## config.mk

```make
export PLATFORM = sky130hd
export DESIGN_NAME = tlcdf_count_le
export DESIGN_NICKNAME = d
export VERILOG_FILES = /design/src/sv/tlcdf_pkg.sv /design/src/sv/tlcdf_count_le.sv
export SDC_FILE = /design/constraint.sdc
export NUM_CORES = 1
export LEC_CHECK = 0
export ABC_AREA = 1
export BUFFER_PORTS_ARGS = -buffer_cell sky130_fd_sc_hd__buf_2
export CAP_MARGIN = 20
export CORE_AREA = 2 2 211 213
export DETAILED_ROUTE_END_ITERATION = 16
export DIE_AREA = 0 0 213 215
export GPL_TIMING_DRIVEN = 0
export PLACE_DENSITY_LB_ADDON = 0.2
export SETUP_SLACK_MARGIN = 0.1
export SLEW_MARGIN = 30
export SYNTH_ARGS = -nofsm -noshare
export SYNTH_HDL_FRONTEND = slang
export SYNTH_SLANG_ARGS = --single-unit
```

## constraint.sdc

```tcl
create_clock -name vclk -period 13.34
set_input_delay 0.667 -clock vclk [all_inputs]
set_output_delay 0.667 -clock vclk [all_outputs]
set_load 0.1 [all_outputs]
```

## src/sv/tlcdf_pkg.sv

```systemverilog
// Package for the two-level CDF symbol lookup.
// Holds field widths and operation codes shared by the top level, the counter and the checker.
// No dependencies.
package tlcdf_pkg;

    // Field widths of the request and the result
    localparam int OP_W     = 2;
    localparam int INDEX_W  = 8;
    localparam int VALUE_W  = 32;
    localparam int SYMBOL_W = 8;

    // Width of the group and lane fields inside an index or a symbol
    localparam int FIELD_W  = 4;

    // Operation codes
    localparam logic [OP_W-1:0] OP_WRITE_COARSE = 2'd0;
    localparam logic [OP_W-1:0] OP_WRITE_FINE   = 2'd1;
    localparam logic [OP_W-1:0] OP_LOOKUP       = 2'd2;

endpackage

```

## src/sv/tlcdf_count_le.sv

```systemverilog
// Counts table entries less than or equal to a key and returns that count minus one,
// clamped to zero when nothing matches. Depends on tlcdf_pkg.
module tlcdf_count_le
    import tlcdf_pkg::*;
#(
    parameter int N = 16
)
(
    input  logic [N-1:0][VALUE_W-1:0] entries,
    input  logic [VALUE_W-1:0]        key,
    output logic [$clog2(N)-1:0]      pos
);

    localparam int CW = $clog2(N + 1);
    localparam int PW = $clog2(N);

    logic [N-1:0]  hit;
    logic [CW-1:0] cnt;

    // Compare every entry, add up the hits, step back by one
    always_comb
    begin
        cnt = '0;
        for (int i = 0; i < N; i++)
        begin
            hit[i] = (entries[i] <= key);
        end
        for (int i = 0; i < N; i++)
        begin
            cnt = cnt + CW'(hit[i]);
        end
        if (cnt == '0)
        begin
            pos = '0;
        end
        else
        begin
            pos = PW'(cnt - CW'(1));
        end
    end

endmodule

```

==> impl_metrics.csv, run 1 <==
group,metric,value,unit
power,power.switching,0.962,mW
run,max-cap-violations,0,
synth,yosysTopAreaCell,"ha_1",
final_layout,nets,3382,
final_layout,nClkBuffers,0,
die,die_h,215,um
power,p_leak,9.11,nW
synth,yosysWarnings,0,
synth,synth_most_common_cell,"ha_1",
grt,antenna_found_initial,43,
worst_setup_path,required,12670,ps
worst_setup_path,cp.arrival,6720,ps
worst_hold_path,min_path_type,"input port to primary output",
synth,yosys-top-cells-area,"ha_1 (53%), nand2_1 (15%), a21oi_1 (9.9%), inv_1 (4.5%), nor2_1 (4.3%)",
worst_setup_path,slowest_delay,620,ps
worst_setup_path,cp_max_fo,16,
clock_network,cts.repair.resized,0,
drt,ant_nets,0,
drt,route.vias.total,14100,
synth,syn_area_per_cell,6.92,sq um
final_layout,drive_gt1_frac,0.246,
final_layout,postLayoutCellArea,15700,sq um
synth,synthCells,1760,
grt,grt_pass1_wl,80.1,mm
die,initial_core_util,0.279,
grt,grt_max_degree,17,
worst_setup_path,cp_cell_sequence,"buf_2 > inv_1 > ha_1 > nand4_1 > nor3_1 > nand2_1 > nand2_1 > nand2_1 > nand2_1 > nand2_1 > fa_1 > fa_1 > fa_1 > fa_1 > ha_1 > fa_1 > inv_1 > ha_1 > nand2_2 > nor2_1 > and2_4 > a21oi_2 > buf_2",
timing,setup_ws,5960,ps
power,pwr-share-comb,1.000,
grt,grt.overflow.total,0,
grt,grt_pass1_vias,14100,
synth,ys_seq_area_frac,0,
die,die_area,45800,sq um
die,std_cell_rows,77,
timing,fin_crit,7380,ps
power,power.internal,0.373,mW
synth,netlist_area,12200,sq um
clock_network,post_cts_buffers,0,
placement,place_ws,5900,ps
worst_setup_path,cp_num_buf_inv,4,
placement,routabilityCongestion,0.910,
power,power_frac_seq,0,
worst_setup_path,worstSetupEndpointType,"primary output",
power,switching_share,0.721,
final_layout,design.seq.count,0,
timing,worst_pin_slew,933,ps
timing,maxSlewHeadroom,0.377,
timing,timing.fmax,135,MHz
placement,numPortBuffers,548,
power,pwr-share-clk,0,
timing,rsz0062_at_grt,"false",
placement,dpl_cell_area,15700,sq um
final_layout,n_fill_cell,4828,
synth,syn-num-nets,2832,
drt,drt_iter0_drc,452,
placement,dp_hpwl,48.9,mm
timing,tns,0,ps
timing,setup_viol,0,
power,total_power,1.34,mW
worst_setup_path,crit_path_start_kind,"input port",
final_layout,multi_input_area,11600,sq um
final_layout,syn_to_final_growth,29.2,%
timing,hold_viol,0,
outcome,status,"complete, no violations",
die,pin_count,548,
drt,vias_per_cell,4.80,
final_layout,ff_latch_area,0,sq um
power,powerDensity,84.8,nW/um^2
drt,post-route-drc-count,0,
synth,synth_common_cells,"ha_1 (518), nand2_1 (488), a21oi_1 (242), inv_1 (145), nor2_1 (141)",
synth,yosysUniqueCellTypes,28,
worst_setup_path,critical_path_class,"input port to primary output",
drt,wl,55.3,mm
worst_setup_path,crit_family,"adder cells",
timing,period_share,0.553,
worst_setup_path,crit_path_top_delay_cell,"nor3_1",
timing,slew_viol_final,0,
die,fp.dieW,213,um
die,core,43600,sq um
drt,wire_per_inst,18.9,um
drt,drt_pre_antenna_iters,5,
clock_network,ctsHoldBuffers,0,
grt,grt.total_usage,0.233,
synth,yosysTopAreaCellShare,0.532,
power,peakVddDrop,0.427,mV
-- power groups by stage --
stage | clock network (mW) | logic, mW | registers (mW)
final | 0.000000321 | 1.34 | 0
after global routing | 0.000000311 | 1.47 | 0
after CTS | 0 | 1.35 | 0
after detailed placement | 0 | 1.34 | 0
after global placement | 0 | 1.32 | 0
after floorplan | 0 | 1.00 | 0
-- metal layers --
metal / track usage / vias to the layer above / share of wire
met1: 0.268 / 6227 / 0.41
met4: 0.0786 / 22 / 0.030
li1: - / 7310 / -
met5: 0 / - / 0.0030
met2: 0.426 / 426 / 0.49
met3: 0.0434 / 86 / 0.064
-- cells by family after synthesis --
kind of cell / Yosys count / share of synthesized area
AO/OA/AOI/OAI: 339 / 0.151
XOR/XNOR: 3 / 0.00277
adder cells (fa/ha/maj): 528 / 0.548
buffers and inverters: 146 / 0.0450
AND/OR/NAND/NOR: 744 / 0.253
-- final cells by class --
class / count / share of cell area
tap: 592 / 0.0470
antenna: 32 / 0.00509
multi-input combinational: 1614 / 0.739
inverter: 146 / 0.0348
timing repair buffer: 548 / 0.174
-- final timing paths --
kind                  endpoint   startpoint  cells after the start  slack (ps)
worst max-delay path    pos[2]      key[13]                     23        5960
worst min-delay path    pos[0]  entries[66]                      9        2440
-- layout by cell type, fill, tap and decap left out, drive strengths merged, types with 15 or more instances in the layout --
cell / netlist / layout
o21ai: 41 / 41
nor2: 145 / 145
o21bai: 15 / 15
buf: 0 / 548
ha: 518 / 518
inv: 146 / 146
nand4: 40 / 40
o21a: 32 / 32
nor3: 18 / 18
nand3: 33 / 33
a21oi: 243 / 243
nand2: 489 / 489
diode: 0 / 32
-- per-stage QoR --
stage / hold WS, ps / util / std cells
2_1_floorplan: 2170 / - / 1760
3_3_place_gp: 2440 / 0.359 / 2900
3_5_place_dp: 2440 / 0.359 / 2900
4_1_cts: 2440 / 0.359 / 2900
5_1_grt: 2520 / 0.361 / 2931
6_report: 2440 / 0.361 / 2932
Note: power is estimated with default switching activity, not from simulation.
==> run 2: changes to the inputs <==
==> constraint.sdc (replaced) <==
create_clock -name vclk -period 7
set_input_delay 0.35 -clock vclk [all_inputs]
set_output_delay 0.35 -clock vclk [all_outputs]
set_load 0.1 [all_outputs]
==> run 2 against run 1 <==
Hold slack worse by 630 ps. Largest cell class unchanged. Non-clock buffer count is 12 higher. Global-route usage stayed put. Die area stayed put. Via count is 0.55% higher. Utilization is 0.38 points higher. Final area is 1.1% higher. Critical endpoint is now pos[3]. Combinational power is 93% higher.
==> impl_metrics.csv, run 2 (same netlist as run 1, synthesis figures left out) <==
group,metric,value,unit
final_layout,ff_latch_area,0,sq um
timing,worst_pin_slew,946,ps
timing,tns,0,ps
power,p_leak,9.15,nW
timing,period_share,0.950,
die,core,43600,sq um
worst_setup_path,required,6650,ps
grt,antenna_found_initial,43,
die,fp.dieW,213,um
timing,maxSlewHeadroom,0.369,
worst_setup_path,cp.depth,24,
final_layout,design.seq.count,0,
final_layout,final_cell_mix,"buf_2 (546), ha_1 (518), nand2_1 (488), a21oi_1 (242), nor2_1 (141)",
worst_hold_path,worstHoldStart,"entries[66]",
outcome,status,"complete, no violations",
worst_setup_path,cp_cell_sequence,"buf_2 > inv_1 > ha_1 > a21o_1 > nor2_1 > nand2_1 > nand2_1 > nand2_1 > nand2_1 > a21oi_1 > fa_1 > inv_1 > fa_1 > fa_1 > fa_1 > ha_1 > fa_1 > inv_1 > ha_1 > nand2_2 > nor2_1 > and2_4 > nor2_2 > buf_2",
drt,wl,55.5,mm
grt,grt_max_degree,17,
final_layout,syn_to_final_growth,30.6,%
final_layout,drive_gt1_frac,0.254,
run,max-cap-violations,0,
power,peakVddDrop,0.836,mV
grt,grt.overflow.total,0,
drt,drt_pre_antenna_iters,4,
drt,route.vias.total,14100,
die,die_area,45800,sq um
timing,rsz0062_at_grt,"true",
timing,timing.fmax,150,MHz
power,powerDensity,163,nW/um^2
placement,dp_hpwl,48.9,mm
worst_setup_path,worstSetupEndpointType,"primary output",
placement,numPortBuffers,548,
clock_network,ctsHoldBuffers,0,
placement,routabilityCongestion,0.910,
drt,vias_per_cell,4.81,
final_layout,final_util,0.365,
final_layout,nClkBuffers,0,
timing,hold_viol,0,
die,initial_core_util,0.279,
worst_setup_path,crit_family,"adder cells",
worst_setup_path,crit_path_top_delay_cell,"inv_1",
die,pin_count,548,
worst_setup_path,crit_path_start_kind,"input port",
worst_setup_path,cpMostUsedCell,"fa_1",
worst_hold_path,min_path_type,"input port to primary output",
drt,post-route-drc-count,0,
die,die_h,215,um
worst_setup_path,critical_path_class,"input port to primary output",
grt,grt_pass1_wl,80.1,mm
final_layout,nets,3394,
timing,slew_viol_final,0,
timing,fin_crit,6650,ps
worst_setup_path,cp_max_fo,16,
drt,wire_per_inst,18.9,um
worst_setup_path,cp.arrival,6300,ps
grt,grt.total_usage,0.233,
drt,drt_iter0_drc,483,
worst_setup_path,cp_num_buf_inv,5,
worst_hold_path,whs_path_depth,9,
final_layout,n_fill_cell,4820,
worst_setup_path,slowest_delay,680,ps
grt,grt_pass1_vias,14100,
final_layout,final_common_cell,"buf_2",
timing,setup_viol,0,
die,std_cell_rows,77,
worst_hold_path,whs_endpoint,"pos[0]",
drt,ant_nets,0,
## run 2: changes by cell type in the layout (fill, tap and decap cells not counted)
cell,delta
buf_4,+10
clkinvlp_4,+6
inv_1,-6
nor3_1,-3
nor3_2,+3
buf_12,+2
buf_2,-2
clkbuf_4,+2
nor4_2,-1
nor4_4,+1
## run 2: metrics by stage
stage	setup WS (ps)	cell area (sq um)	power, mW	std cells	hold WS, ps
after floorplan	670	12200	1.74	1760	1540
after global placement	233	15700	2.52	2900	1800
after detailed placement	196	15700	2.56	2900	1800
after CTS	195	15700	2.57	2900	1800
after global routing	62.5	15900	2.84	2943	1880
final	353	15900	2.59	2944	1810
## run 2: layout make-up
class                      instances  area (sq um)  area share
tap                              592           741      0.0465
antenna                           32          80.1     0.00503
timing repair buffer             560          2860       0.180
inverter                         146           571      0.0359
multi-input combinational       1614         11700       0.733
## run 2: metal layers
| metal | global-route usage | wire length, um |
|---|---|---|
| met5 | 0 | 150 |
| met4 | 0.0786 | 1540 |
| met3 | 0.0434 | 3570 |
| met2 | 0.426 | 27300 |
| met1 | 0.268 | 23000 |
## run 2: worst max path at each step
stage | startpoint | to | slack (ps)
2_1_floorplan | key[7] | pos[0] | 670
3_3_place_gp | key[11] | pos[2] | 230
3_5_place_dp | key[11] | pos[2] | 200
4_1_cts | key[11] | pos[2] | 190
5_1_grt | key[23] | pos[3] | 60
6_report | key[7] | pos[3] | 350
## run 2: what timing repair did
item	in CTS	in global routing
resized for setup	0	12
setup buffers	0	12
endpoints found under the setup margin	0	4
## run 2: power breakdown
| part | switching (mW) | internal, mW | total (mW) | leakage, nW |
|---|---|---|---|---|
| logic | 1.84 | 0.752 | 2.59 | 9.15 |
| clock network | 0 | 0.000000612 | 0.000000613 | 0.000203 |
| registers | 0 | 0 | 0 | 0 |
| total | 1.84 | 0.752 | 2.59 | 9.15 |
==> run 3: changes to the inputs <==
--- a/config.mk
+++ b/config.mk
@@ -5,15 +5,13 @@
 export SDC_FILE = /design/constraint.sdc
 export NUM_CORES = 1
 export LEC_CHECK = 0
-export ABC_AREA = 1
 export BUFFER_PORTS_ARGS = -buffer_cell sky130_fd_sc_hd__buf_2
-export CAP_MARGIN = 20
-export CORE_AREA = 2 2 211 213
+export CAP_MARGIN = 5
+export CORE_AREA = 2 2 214 216
 export DETAILED_ROUTE_END_ITERATION = 16
-export DIE_AREA = 0 0 213 215
+export DIE_AREA = 0 0 216 218
 export GPL_TIMING_DRIVEN = 0
 export PLACE_DENSITY_LB_ADDON = 0.2
-export SETUP_SLACK_MARGIN = 0.1
 export SLEW_MARGIN = 30
 export SYNTH_ARGS = -nofsm -noshare
 export SYNTH_HDL_FRONTEND = slang
==> run 3 against run 2 <==
Critical path depth is 2 lower. Utilization increased by 0.28 points. Combinational power grew 8.1%. Die area up 2.8%. Worst setup slack got worse by 49 ps. Hold slack improved by 40 ps. Global-route usage shrank 0.28 points. First-iteration DRC count increased by 23%. Fmax is 0.74% lower. Final area is 3.7% higher. Total power rose by 7.9%. Sequential share of layout area did not move. Critical path type unchanged. Critical endpoint is now pos[1].
==> impl_metrics.csv, run 3 <==
group,metric,value,unit
final_layout,nets,3121,
grt,grt_pass1_vias,14200,
timing,tns,0,ps
drt,maxUsedRoutingLayer,"met5",
worst_setup_path,required,6650,ps
drt,dr_wl_met3,3.07,mm
worst_setup_path,cp_cell_sequence,"buf_2 > clkinvlp_4 > buf_12 > ha_1 > a21oi_1 > o21ai_1 > a221o_1 > a2111oi_4 > a21oi_2 > fa_1 > fa_1 > inv_1 > fa_1 > fa_1 > ha_1 > fa_1 > inv_1 > ha_1 > o21ai_0 > nor2_2 > nor2_1 > clkbuf_4",
worst_setup_path,critical_path_class,"input port to primary output",
final_layout,final_common_cell,"buf_2",
timing,hold_viol,0,
die,die_h,218,um
final_layout,postLayoutCellArea,16500,sq um
synth,synth_fa_ha_area_frac,0.578,
drt,ant_nets,0,
synth,yosys-top-cells-area,"ha_1 (56%), a21oi_1 (8.6%), nand4_1 (5.0%), nand2_1 (3.5%), nand3_1 (3.1%)",
timing,period_share,0.957,
final_layout,syn_to_final_growth,42.8,%
drt,route.layer.met1.wl,24.2,mm
die,pin_count,548,
outcome,status,"complete, no violations",
final_layout,ff_latch_area,0,sq um
worst_setup_path,cp-startpoint,"key[17]",
power,p_leak,8.62,nW
synth,yosysTopAreaCellShare,0.561,
synth,yosysTopAreaCell,"ha_1",
synth,synth_common_cells,"ha_1 (518), a21oi_1 (199), nand2_1 (108), nand4_1 (92), nand3_1 (72)",
die,std_cell_rows,78,
placement,dp_hpwl,46.1,mm
die,fp.dieW,216,um
final_layout,design.seq.count,0,
synth,syn-num-nets,2459,
worst_setup_path,crit_path_start_kind,"input port",
drt,wl,56.7,mm
drt,drt_pre_antenna_iters,5,
synth,synth_most_common_cell,"ha_1",
placement,routabilityCongestion,0.853,
synth,syn_area_per_cell,8.33,sq um
synth,synth_top_family_by_area,"adder cells",
power,peakVddDrop,1.54,mV
synth,synth_mux_area_frac,0.000866,
grt,grt_max_degree,17,
die,core,44900,sq um
grt,antenna_found_initial,13,
worst_setup_path,crit_family,"adder cells",
final_layout,final_cell_mix,"buf_2 (544), ha_1 (518), a21oi_1 (198), nand2_1 (108), nand4_1 (92)",
synth,synth-compound-area-share,0.210,
synth,synth_xor_area_frac,0.00227,
final_layout,nClkBuffers,0,
worst_setup_path,cp_max_fo,7,
worst_hold_path,min_path_type,"input port to primary output",
worst_setup_path,cp.depth,22,
clock_network,ctsHoldBuffers,0,
power,powerDensity,170,nW/um^2
timing,rsz0062_at_grt,"false",
worst_setup_path,cp.arrival,6350,ps
worst_setup_path,worstSetupEndpointType,"primary output",
grt,grt_pass1_wl,82.2,mm
grt,grt.total_usage,0.230,
synth,ys_seq_area_frac,0,
timing,slew_viol_final,0,
worst_setup_path,cpMostUsedCell,"fa_1",
synth,netlist_area,11600,sq um
timing,maxSlewHeadroom,0.480,
synth,yosysUniqueCellTypes,34,
placement,numPortBuffers,548,
drt,route.vias.total,13900,
run,max-cap-violations,0,
die,initial_core_util,0.257,
drt,wl_met2,27.9,mm
timing,worst_pin_slew,770,ps
power,total_power,2.80,mW
worst_setup_path,slowest_delay,580,ps
worst_setup_path,crit_path_top_delay_cell,"a2111oi_4",
timing,fin_crit,6700,ps
die,die_area,47100,sq um
grt,grt.overflow.total,0,
synth,yosys.area_share.simple,0.187,
final_layout,drive_gt1_frac,0.352,
worst_setup_path,cp_num_buf_inv,6,
timing,setup_viol,0,
drt,post-route-drc-count,0,
timing,timing.fmax,149,MHz
drt,vias_per_cell,5.23,
synth,synthCells,1387,
worst_setup_path,setup.worst_path.end,"pos[1]",
synth,yosysWarnings,0,
drt,wire_per_inst,21.3,um
worst_hold_path,whs_path_depth,8,
drt,drt_iter0_drc,594,
placement,dpl_cell_area,15100,sq um
[run 3: changes by cell type after synthesis, sizes merged, moves of 24 or more]
cell    before  now
a21oi      243  203
a221oi       0   24
and4         0   30
inv        146   65
nand2      489  108
nand3       33   72
nand4       40   94
nor2       145   47
o21a        32    0
[run 3: per-layer routing]
| metal | vias to the layer above | GRT usage |
|---|---|---|
| met5 | - | 0 |
| met1 | 6432 | 0.275 |
| met2 | 458 | 0.428 |
| li1 | 6918 | - |
| met3 | 87 | 0.0338 |
| met4 | 10 | 0.0566 |
[run 3: kinds of logic after synthesis]
family	Yosys count
fa+ha+maj	528
compound gates	388
xor+xnor	3
simple gates	402
mux	1
buf+inv	65
[run 3: worst min-delay path by stage]
stage,slack (ps),startpoint,to
floorplan,1630,entries[95],pos[0]
global placement,1870,entries[84],pos[0]
detailed placement,1870,entries[95],pos[0]
CTS,1880,entries[84],pos[0]
global route,1930,entries[84],pos[0]
finish,1850,entries[95],pos[0]
[run 3: area by class of cell]
type,count,area (sq um)
well taps,600,751
fillers,4741,28400
repair buffers,660,3890
diodes,10,25.0
multi-input cells,1322,11500
inverters,65,345
[run 3: timing repair]
item / CTS / global route
setup endpoints to repair: 4 / 4
resized for setup: 39 / 11
pin swaps: 0 / 3
setup buffers: 111 / 0
[run 3: power breakdown]
part / switching [mW] / internal, mW
combinational: 1.88 / 0.917
sequential: 0 / 0
clock: 0 / 0.000000153
total: 1.88 / 0.917
[run 3: through the flow]
| stage | cells | hold slack, ps | setup WS [ps] | utilization |
|---|---|---|---|---|
| finish | 2657 | 1850 | 303 | 0.367 |
| global placement | 2535 | 1870 | -856 | 0.335 |
| floorplan | 1387 | 1630 | 14.9 | - |
| CTS | 2646 | 1880 | 53.8 | 0.366 |
| global route | 2654 | 1930 | 0.448 | 0.367 |
| detailed placement | 2535 | 1870 | -917 | 0.336 |
